File: src/sv/frame_bitmap_allocator_unit_assert.svh
// Assertion macros for the frame bitmap allocator.
`ifndef FRAME_BITMAP_ALLOCATOR_UNIT_ASSERT_SVH
`define FRAME_BITMAP_ALLOCATOR_UNIT_ASSERT_SVH

`ifndef NO_ASSERTIONS

`define FBA_ASSERT_IMP(label, clk, rst, ante, cons) \
   label: assert property (@(posedge clk) disable iff (rst) (ante) |-> (cons)) \
      else $error("fba assertion failed");

`define FBA_ASSERT_NEXT(label, clk, rst, ante, cons) \
   label: assert property (@(posedge clk) disable iff (rst) (ante) |=> (cons)) \
      else $error("fba assertion failed");

`else

`define FBA_ASSERT_IMP(label, clk, rst, ante, cons)

`define FBA_ASSERT_NEXT(label, clk, rst, ante, cons)

`endif

`endif

File: src/sv/fba_pkg.sv
package fba_pkg;

   localparam int MAP_BYTES   = 512;
   localparam int FRAME_W     = 12;
   localparam int CMD_W       = 2;
   localparam int STATUS_W    = 2;
   localparam int FIELD_LIMIT = 1 << FRAME_W;
   localparam int FRAME_LIMIT = (MAP_BYTES * 8 < FIELD_LIMIT) ? MAP_BYTES * 8 : FIELD_LIMIT;
   localparam int SCAN_BYTES  = (FRAME_LIMIT + 7) / 8;
   localparam int SCAN_ADDR_W = (SCAN_BYTES > 1) ? $clog2(SCAN_BYTES) : 1;

   localparam logic [7:0] FULL_BYTE = 8'hFF;

   typedef enum logic [CMD_W-1:0] {
      CMD_ALLOC     = 2'd0,
      CMD_MARK_USED = 2'd1,
      CMD_MARK_FREE = 2'd2,
      CMD_NONE      = 2'd3
   } cmd_type;

   typedef enum logic [STATUS_W-1:0] {
      STATUS_OK    = 2'd0,
      STATUS_FULL  = 2'd1,
      STATUS_RANGE = 2'd2
   } status_type;

   typedef enum logic [1:0] {
      ST_CLEAR,
      ST_IDLE,
      ST_SCAN,
      ST_MARK
   } state_type;

   typedef struct packed {
      logic       full;
      logic [2:0] free_bit;
      logic [7:0] new_byte;
   } byte_result_type;

endpackage

File: src/sv/fba_map_ram.sv
module fba_map_ram #(
   parameter int DEPTH  = 512,
   parameter int WIDTH  = 8,
   parameter int ADDR_W = 9
) (
   input  logic              clock,
   input  logic              wr_en,
   input  logic [ADDR_W-1:0] wr_addr,
   input  logic [WIDTH-1:0]  wr_data,
   input  logic [ADDR_W-1:0] rd_addr,
   output logic [WIDTH-1:0]  rd_data
);

   logic [WIDTH-1:0] mem [DEPTH];
   logic [WIDTH-1:0] rd_data_ff;

   always_ff @(posedge clock) begin
      if (wr_en) begin
         mem[wr_addr] <= wr_data;
      end
      rd_data_ff <= mem[rd_addr];
   end

   assign rd_data = rd_data_ff;

endmodule

File: src/sv/fba_byte_unit.sv
module fba_byte_unit (
   input  logic [7:0]               map_byte,
   input  fba_pkg::cmd_type         cmd,
   input  logic [2:0]               bit_sel,
   output fba_pkg::byte_result_type result
);
   import fba_pkg::*;

   logic [2:0] free_bit;
   logic [7:0] mask;

   // lowest clear bit wins
   always_comb begin
      free_bit = 3'd0;
      for (int k = 7; k >= 0; k--) begin
         if (!map_byte[k]) begin
            free_bit = 3'(k);
         end
      end
   end

   always_comb begin
      mask = 8'd0;
      result.full     = (map_byte == FULL_BYTE);
      result.free_bit = free_bit;
      result.new_byte = map_byte;
      case (cmd)
         CMD_ALLOC: begin
            mask = 8'd1 << free_bit;
            result.new_byte = map_byte | mask;
         end
         CMD_MARK_USED: begin
            mask = 8'd1 << bit_sel;
            result.new_byte = map_byte | mask;
         end
         CMD_MARK_FREE: begin
            mask = 8'd1 << bit_sel;
            result.new_byte = map_byte & ~mask;
         end
         default: begin
            result.new_byte = map_byte;
         end
      endcase
   end

endmodule

File: src/sv/frame_bitmap_allocator_unit.sv
// Commands: mark used and mark free read the map byte, then write it back in ST_MARK and
// show the result; the unused command and an out-of-range mark are answered from idle.
// Allocate reads bytes from the hint on, one per cycle, to a free frame or the map's end.
// Throughput: busy drops in the cycle the result is shown, so the next request can be
// taken then; results cannot be stalled by the receiver.
// Reset: clears the map with one byte written per cycle, all SCAN_BYTES (512), busy meanwhile.
`include "frame_bitmap_allocator_unit_assert.svh"

module frame_bitmap_allocator_unit (
   input  logic                          clock,
   input  logic                          reset,
   input  logic                          start,
   output logic                          busy,
   input  logic [fba_pkg::CMD_W-1:0]     req_cmd,
   input  logic [fba_pkg::FRAME_W-1:0]   req_frame_number,
   output logic                          rsp_valid,
   output logic [fba_pkg::FRAME_W-1:0]   rsp_frame_out,
   output logic [fba_pkg::STATUS_W-1:0]  rsp_status
);
   import fba_pkg::*;

   state_type                state_ff, state_in;
   cmd_type                  cmd_ff, cmd_in;
   logic [FRAME_W-1:0]       fnum_ff, fnum_in;
   logic [SCAN_ADDR_W-1:0]   addr_ff, addr_in;
   logic [SCAN_ADDR_W-1:0]   hint_ff, hint_in;
   logic                     rsp_valid_ff, rsp_valid_in;
   logic [FRAME_W-1:0]       rsp_frame_ff, rsp_frame_in;
   status_type               rsp_status_ff, rsp_status_in;

   logic                     wr_en;
   logic [SCAN_ADDR_W-1:0]   wr_addr;
   logic [7:0]               wr_data;
   logic [SCAN_ADDR_W-1:0]   rd_addr;
   logic [7:0]               rd_data;
   byte_result_type          unit_res;
   logic                     accept;
   logic                     in_range;

   fba_map_ram #(
      .DEPTH  (SCAN_BYTES),
      .WIDTH  (8),
      .ADDR_W (SCAN_ADDR_W)
   ) u_map (
      .clock   (clock),
      .wr_en   (wr_en),
      .wr_addr (wr_addr),
      .wr_data (wr_data),
      .rd_addr (rd_addr),
      .rd_data (rd_data)
   );

   fba_byte_unit u_byte (
      .map_byte (rd_data),
      .cmd      (cmd_ff),
      .bit_sel  (fnum_ff[2:0]),
      .result   (unit_res)
   );

   assign busy     = (state_ff != ST_IDLE);
   assign accept   = start && !busy;
   assign in_range = ({1'b0, req_frame_number} < (FRAME_W+1)'(FRAME_LIMIT));

   always_ff @(posedge clock) begin
      if (reset) begin
         state_ff     <= ST_CLEAR;
         addr_ff      <= '0;
         hint_ff      <= '0;
         rsp_valid_ff <= 1'b0;
      end else begin
         state_ff     <= state_in;
         addr_ff      <= addr_in;
         hint_ff      <= hint_in;
         rsp_valid_ff <= rsp_valid_in;
      end
      cmd_ff        <= cmd_in;
      fnum_ff       <= fnum_in;
      rsp_frame_ff  <= rsp_frame_in;
      rsp_status_ff <= rsp_status_in;
   end

   always_comb begin
      state_in      = state_ff;
      cmd_in        = cmd_ff;
      fnum_in       = fnum_ff;
      addr_in       = addr_ff;
      hint_in       = hint_ff;
      rsp_valid_in  = 1'b0;
      rsp_frame_in  = rsp_frame_ff;
      rsp_status_in = rsp_status_ff;
      wr_en         = 1'b0;
      wr_addr       = addr_ff;
      wr_data       = unit_res.new_byte;
      rd_addr       = addr_ff;

      unique case (state_ff)
         ST_CLEAR: begin
            wr_en   = 1'b1;
            wr_data = 8'd0;
            addr_in = addr_ff + 1'b1;
            if (addr_ff == SCAN_ADDR_W'(SCAN_BYTES - 1)) begin
               addr_in  = '0;
               state_in = ST_IDLE;
            end
         end
         ST_IDLE: begin
            if (accept) begin
               cmd_in  = cmd_type'(req_cmd);
               fnum_in = req_frame_number;
               unique case (cmd_type'(req_cmd))
                  CMD_ALLOC: begin
                     rd_addr  = hint_ff;
                     addr_in  = hint_ff;
                     state_in = ST_SCAN;
                  end
                  CMD_MARK_USED, CMD_MARK_FREE: begin
                     if (in_range) begin
                        rd_addr  = SCAN_ADDR_W'(req_frame_number >> 3);
                        addr_in  = SCAN_ADDR_W'(req_frame_number >> 3);
                        state_in = ST_MARK;
                     end else begin
                        rsp_valid_in  = 1'b1;
                        rsp_frame_in  = req_frame_number;
                        rsp_status_in = STATUS_RANGE;
                     end
                  end
                  default: begin
                     rsp_valid_in  = 1'b1;
                     rsp_frame_in  = req_frame_number;
                     rsp_status_in = STATUS_OK;
                  end
               endcase
            end
         end
         ST_SCAN: begin
            // rd_data holds the byte at addr_ff; fetch the following one meanwhile
            rd_addr = addr_ff + 1'b1;
            if (!unit_res.full) begin
               wr_en         = 1'b1;
               hint_in       = addr_ff;
               rsp_valid_in  = 1'b1;
               rsp_frame_in  = FRAME_W'({addr_ff, unit_res.free_bit});
               rsp_status_in = STATUS_OK;
               state_in      = ST_IDLE;
            end else if (addr_ff == SCAN_ADDR_W'(SCAN_BYTES - 1)) begin
               rsp_valid_in  = 1'b1;
               rsp_frame_in  = '0;
               rsp_status_in = STATUS_FULL;
               state_in      = ST_IDLE;
            end else begin
               addr_in = addr_ff + 1'b1;
            end
         end
         ST_MARK: begin
            wr_en = 1'b1;
            // freeing below the hint moves the first-fit start back
            if (cmd_ff == CMD_MARK_FREE && addr_ff < hint_ff) begin
               hint_in = addr_ff;
            end
            rsp_valid_in  = 1'b1;
            rsp_frame_in  = fnum_ff;
            rsp_status_in = STATUS_OK;
            state_in      = ST_IDLE;
         end
         default: begin
            state_in = ST_IDLE;
         end
      endcase
   end

   assign rsp_valid     = rsp_valid_ff;
   assign rsp_frame_out = rsp_frame_ff;
   assign rsp_status    = rsp_status_ff;

   `FBA_ASSERT_IMP(a_no_rsp_in_clear, clock, reset, state_ff == ST_CLEAR, !rsp_valid_ff)
   `FBA_ASSERT_IMP(a_full_frame_zero, clock, reset, rsp_valid_ff && rsp_status_ff == STATUS_FULL, rsp_frame_ff == '0)
   `FBA_ASSERT_IMP(a_write_states, clock, reset, wr_en, state_ff != ST_IDLE)
   `FBA_ASSERT_NEXT(a_work_then_rsp, clock, reset, state_ff == ST_MARK, rsp_valid_ff && state_ff == ST_IDLE)

endmodule
File: config.mk
export PLATFORM = sky130hd
export DESIGN_NAME = frame_bitmap_allocator_unit
export DESIGN_NICKNAME = d
export VERILOG_FILES = /design/src/sv/fba_pkg.sv /design/src/sv/fba_map_ram.sv /design/src/sv/fba_byte_unit.sv /design/src/sv/frame_bitmap_allocator_unit.sv
export VERILOG_INCLUDE_DIRS = /design/src /design/src/sv
export SDC_FILE = /design/constraint.sdc
export NUM_CORES = 2
export LEC_CHECK = 0
export BUFFER_PORTS_ARGS = -buffer_cell sky130_fd_sc_hd__buf_4
export CAP_MARGIN = 30
export CORE_ASPECT_RATIO = 2
export CORE_MARGIN = 1.5
export CORE_UTILIZATION = 52
export CTS_CLUSTER_DIAMETER = 150
export CTS_CLUSTER_SIZE = 20
export DETAILED_ROUTE_END_ITERATION = 10
export PLACE_DENSITY = 0.68
export RECOVER_POWER = 25
export SYNTH_ARGS = -nofsm -noshare
export SYNTH_HDL_FRONTEND = slang
export SYNTH_SLANG_ARGS = --single-unit
File: constraint.sdc
create_clock -name clock -period 54 [get_ports clock]
set_input_delay 0 -clock clock [delete_from_list [all_inputs] [get_ports clock]]
set_output_delay 0 -clock clock [all_outputs]
set_load 0.01 [all_outputs]
==> impl.org <==
** Outcome
- Run status :: finished, violations left
- Failing checks :: capacitance limit, slew limit

** Power
- Leak :: 0.0543 uW
- The worst-case IR drop observed on VDD is 0.0282 mV.
- In this run the power density over the cells is 32.6 nW/um^2.
- The completed layout was analyzed and its total power is 5750 uW.

** Timing
- Dividing the final minimum period by the clock period gives 0.295.
- At the pin with the least slew margin, the transition time is 9.94 ns.
- Setup repair after global routing missed its margin :: no
- For the final routed database, the setup TNS stands at 0 ns.
- Setup Skew :: 0.0975 ns
- Relative slew slack :: -5.63
- Timing would allow up to 62.7 MHz.
- Number of hold violations in the final report :: 0
- The max-slew violation total from the final report was 2367.
- Final critical-path required period :: 15.95 ns
- The tightest hold path in the finished design has a slack of 0.112 ns.
- Setup-violating endpoint count in the final report :: 0

** Global routing
- Met2 usage :: 0.524
- The first global-routing pass estimated 724000 um of wire.
- Global-route congestion overflow total :: 0
- In the global route stage, overall resource usage came out at 0.310.
- For this run, global-route usage on met3 was measured as 0.0477.
- The initial antenna violation count was 34.
- The via count of the first global-routing pass is 103k.
- Largest net degree at the start of global routing :: 208
- GRT met1 Usage :: 0.353
- The global routing stage identified its most utilized layer as met2.

** Synthesis
- For this run, the number of Yosys warnings is 0.
- In the post-synthesis netlist, the biggest area contributors are sky130_fd_sc_hd__edfxtp_1 (75%), sky130_fd_sc_hd__nand2_1 (7.4%), sky130_fd_sc_hd__nand3_1 (3.4%).
- Xor/xnor share of the synthesized area :: 0.0000528
- Top post-synthesis cells by count :: sky130_fd_sc_hd__edfxtp_1 (4123), sky130_fd_sc_hd__nand2_1 (3251), sky130_fd_sc_hd__nand3_1 (1124)
- Cell count after synthesis :: 12.3k
- Yosys mapped a number of flops with a built-in enable equal to 4123.
- Post-Synthesis Net Count :: 12.3k
- In the synthesized netlist the async set-or-reset flop fraction comes to 0.
- Cell with the most instances after synthesis :: sky130_fd_sc_hd__edfxtp_1
- Compound-gate portion of the synthesized area :: 0.0640
- Share of synthesized area occupied by flip-flops and latches :: 0.749
- The largest total area in the synthesized netlist belongs to sky130_fd_sc_hd__edfxtp_1.
- Of the post-synthesis cell area, the dominant cell type holds 0.746.
- Of the total synthesized cell area, the portion taken by AND, OR, NAND and NOR gates is 0.136.
- After synthesis, the share of cell area in mux cells is 0.0243.
- After synthesis the cells add up to 166000 um^2.
- By area, the combinational part of the netlist is dominated by simple AND/OR/NAND/NOR gates.
- Ys flop type :: sky130_fd_sc_hd__edfxtp_1
- Adder-Cell Fraction of Synth Area :: 0.00151
- Synthesis instantiated 87 different standard cells from the library.
- Seq cells post-synth :: 4152
- Synthesized area divided by synthesized cell count :: 13.5 um^2

** Floorplanning
- For this configuration, the core starts out at a cell density of 0.522.
- In this run the core area contains 293 standard-cell rows.
- During I/O placement, the number of pins put on the boundary was 33.
- Chip Width :: 403 um
- Overall die area :: 323000 um^2
- The floorplan step defined a core boundary enclosing 318000 um^2.
- The die is 802 um tall.

** Worst setup path
- WP data required :: 54.63 ns
- Arrival time at the worst endpoint :: 16.58 ns
- Of all nets on the critical path, the largest fanout is 161.
- The setup path with the least slack is of type reg -> reg.
- Kind of start point of the critical path :: register
- Crit. End Element :: register

** Layout
- For this run, the post-layout net count is 12.0k.
- Proportion of layout cells with a drive suffix above 1 :: 0.0514
- Final design instance area without fill :: 177000 um^2
- Final cell utilization of the core :: 0.556
- Synth-to-layout area growth :: 6.37%
- Fill cell instance count of the final layout :: 25.0k

** Clock tree
- Clock tree from TritonCTS :: done
- In this run, CTS created clock tree buffers numbering 233.
- Buffers added to address setup during post-CTS repair amount to 0.
- The clock passes through at most 4 buffers.
- Gates resized during post-CTS repair numbered 0.
- The H-tree generated during clock tree synthesis spans 4 levels.
- After clock tree synthesis, the clock-pin slew on the worst setup and hold paths is 0.09 ns.
- Clock sink total :: 4152
- Hold repair after CTS inserted 31 buffers.
- Clock latency on the worst-skew pair, taken at its later pin, is 0.99 ns.
- CTS placed an instance of sky130_fd_sc_hd__clkbuf_16 at the clock tree root.

** Placement
- Once placement finished, the instance area stood at 170000 um^2.
- At the end of routability-driven placement, the weighted congestion stood at 0.926.
- Buffers on Ports :: 31
- Detailed placement ended at an HPWL of 314000 um.

** Routing
- DR vias :: 106k
- In the routed design, unresolved DRC markers number 0.
- Sum of routed wire length over all layers :: 513000 um
- Detailed-route wire length per cell :: 31.6 um
- The detail route stage leaves a number of antenna-violating nets equal to 0.
- DR vias/cell :: 6.54
- Before antenna repair, the detailed router went through 7 iterations.
- DRC violation total after the first TritonRoute iteration :: 15.3k

** Hold path
- Worst hold path type :: in -> reg

** Run
- Maximum Capacitance Violations :: 29
metrics by stage:
| stage | setup WS (ns) | std cells |
|---|---|---|
| CTS | 45.63 | 16200 |
| global route | 37.42 | 16200 |
| floorplan | 0.363 | 12300 |
| detailed placement | 45.61 | 15800 |
| finish | 38.05 | 16200 |
| global placement | 44.52 | 15800 |
state kept, by name, indices dropped and copies added (netlist names):
| register | flops |
|---|---|
| addr_ff | 9 |
| cmd_ff | 2 |
| fnum_ff | 12 |
| hint_ff | 9 |
| rsp_frame_out | 12 |
| rsp_status | 1 |
| rsp_valid | 1 |
| state_ff | 2 |
| u_map.mem | 4096 |
| u_map.rd_data | 8 |
placed cells by master, fill, tap and decap left out, drive strengths merged, types with 22 or more instances in the layout:
master       count
o221ai          26
nand2         3253
dlygate4sd3     31
o21ai          164
mux4            37
nand3         1125
nor2           633
a311oi         215
a32oi          141
a22oi           30
edfxtp        4123
dfxtp           29
nand4           94
a221oi          98
and3           188
a2111oi         22
clkbuf         343
buf            242
a31oi          220
mux2i          300
a211oi         127
diode           85
a21oi          263
inv             38
where the power goes:
group | switching, uW | internal [uW]
clock | 997 | 793
sequential | 6.18 | 3490
combinational | 336 | 137
path summary, 6_finish.rpt:
| check | from | to | slack, ns | cells past startpoint |
|---|---|---|---|---|
| max | u_map.rd_data[5]$_DFF_P_ | u_map.mem[503][3]$_DFFE_PP_ | 38.05 | 11 |
| min | start | rsp_status[0]$_SDFFCE_PP0P_ | 0.11 | 4 |
| max reg2reg | u_map.rd_data[5]$_DFF_P_ | u_map.mem[503][3]$_DFFE_PP_ | 38.05 | 11 |
| min reg2reg | hint_ff[2]$_SDFFE_PP0P_ | hint_ff[2]$_SDFFE_PP0P_ | 0.56 | 2 |
critical path: stages (launching register included):
cell and delay (ns):
sky130_fd_sc_hd__dfxtp_1 0.62, sky130_fd_sc_hd__nand3_1 0.14, sky130_fd_sc_hd__a31oi_1 0.51, sky130_fd_sc_hd__nand3b_1 0.17, sky130_fd_sc_hd__nor2_1 0.12, sky130_fd_sc_hd__a31oi_1 0.05, sky130_fd_sc_hd__nor2_1 0.11, sky130_fd_sc_hd__nor2_1 0.08
sky130_fd_sc_hd__a311oi_4 0.27, sky130_fd_sc_hd__clkbuf_1 5.70, sky130_fd_sc_hd__clkbuf_1 6.17, sky130_fd_sc_hd__buf_4 1.31
cell families (layout without fill, tap and decap cells):
family / after synthesis / after routing
AOI/OAI and AO/OA: 1472 / 1472
xor gates and xnor gates: 1 / 1
adders and majority gates: 20 / 20
buffers and inverters: 889 / 655
DFF: 4152 / 4152
muxes: 355 / 355
other: 1 / 86
and+or+nand+nor: 5375 / 5375
layout make-up:
type / count / area [um^2] / area share
diodes: 85 / 213 / 0.00120
clock buffers: 277 / 6120 / 0.0347
clock inverters: 3 / 26.3 / 0.000149
inverters: 36 / 135 / 0.000765
multi-input cells: 7224 / 37800 / 0.214
flip-flops and latches: 4152 / 124000 / 0.704
well taps: 4130 / 5170 / 0.0293
repair buffers: 339 / 2690 / 0.0152
routing by layer:
layer,share of wire,wire [um]
met1,0.32,165000
met3,0.092,47300
met2,0.50,255000
met5,0.00014,73
met4,0.089,45900
No activity file was read; power rests on OpenSTA's default activity.
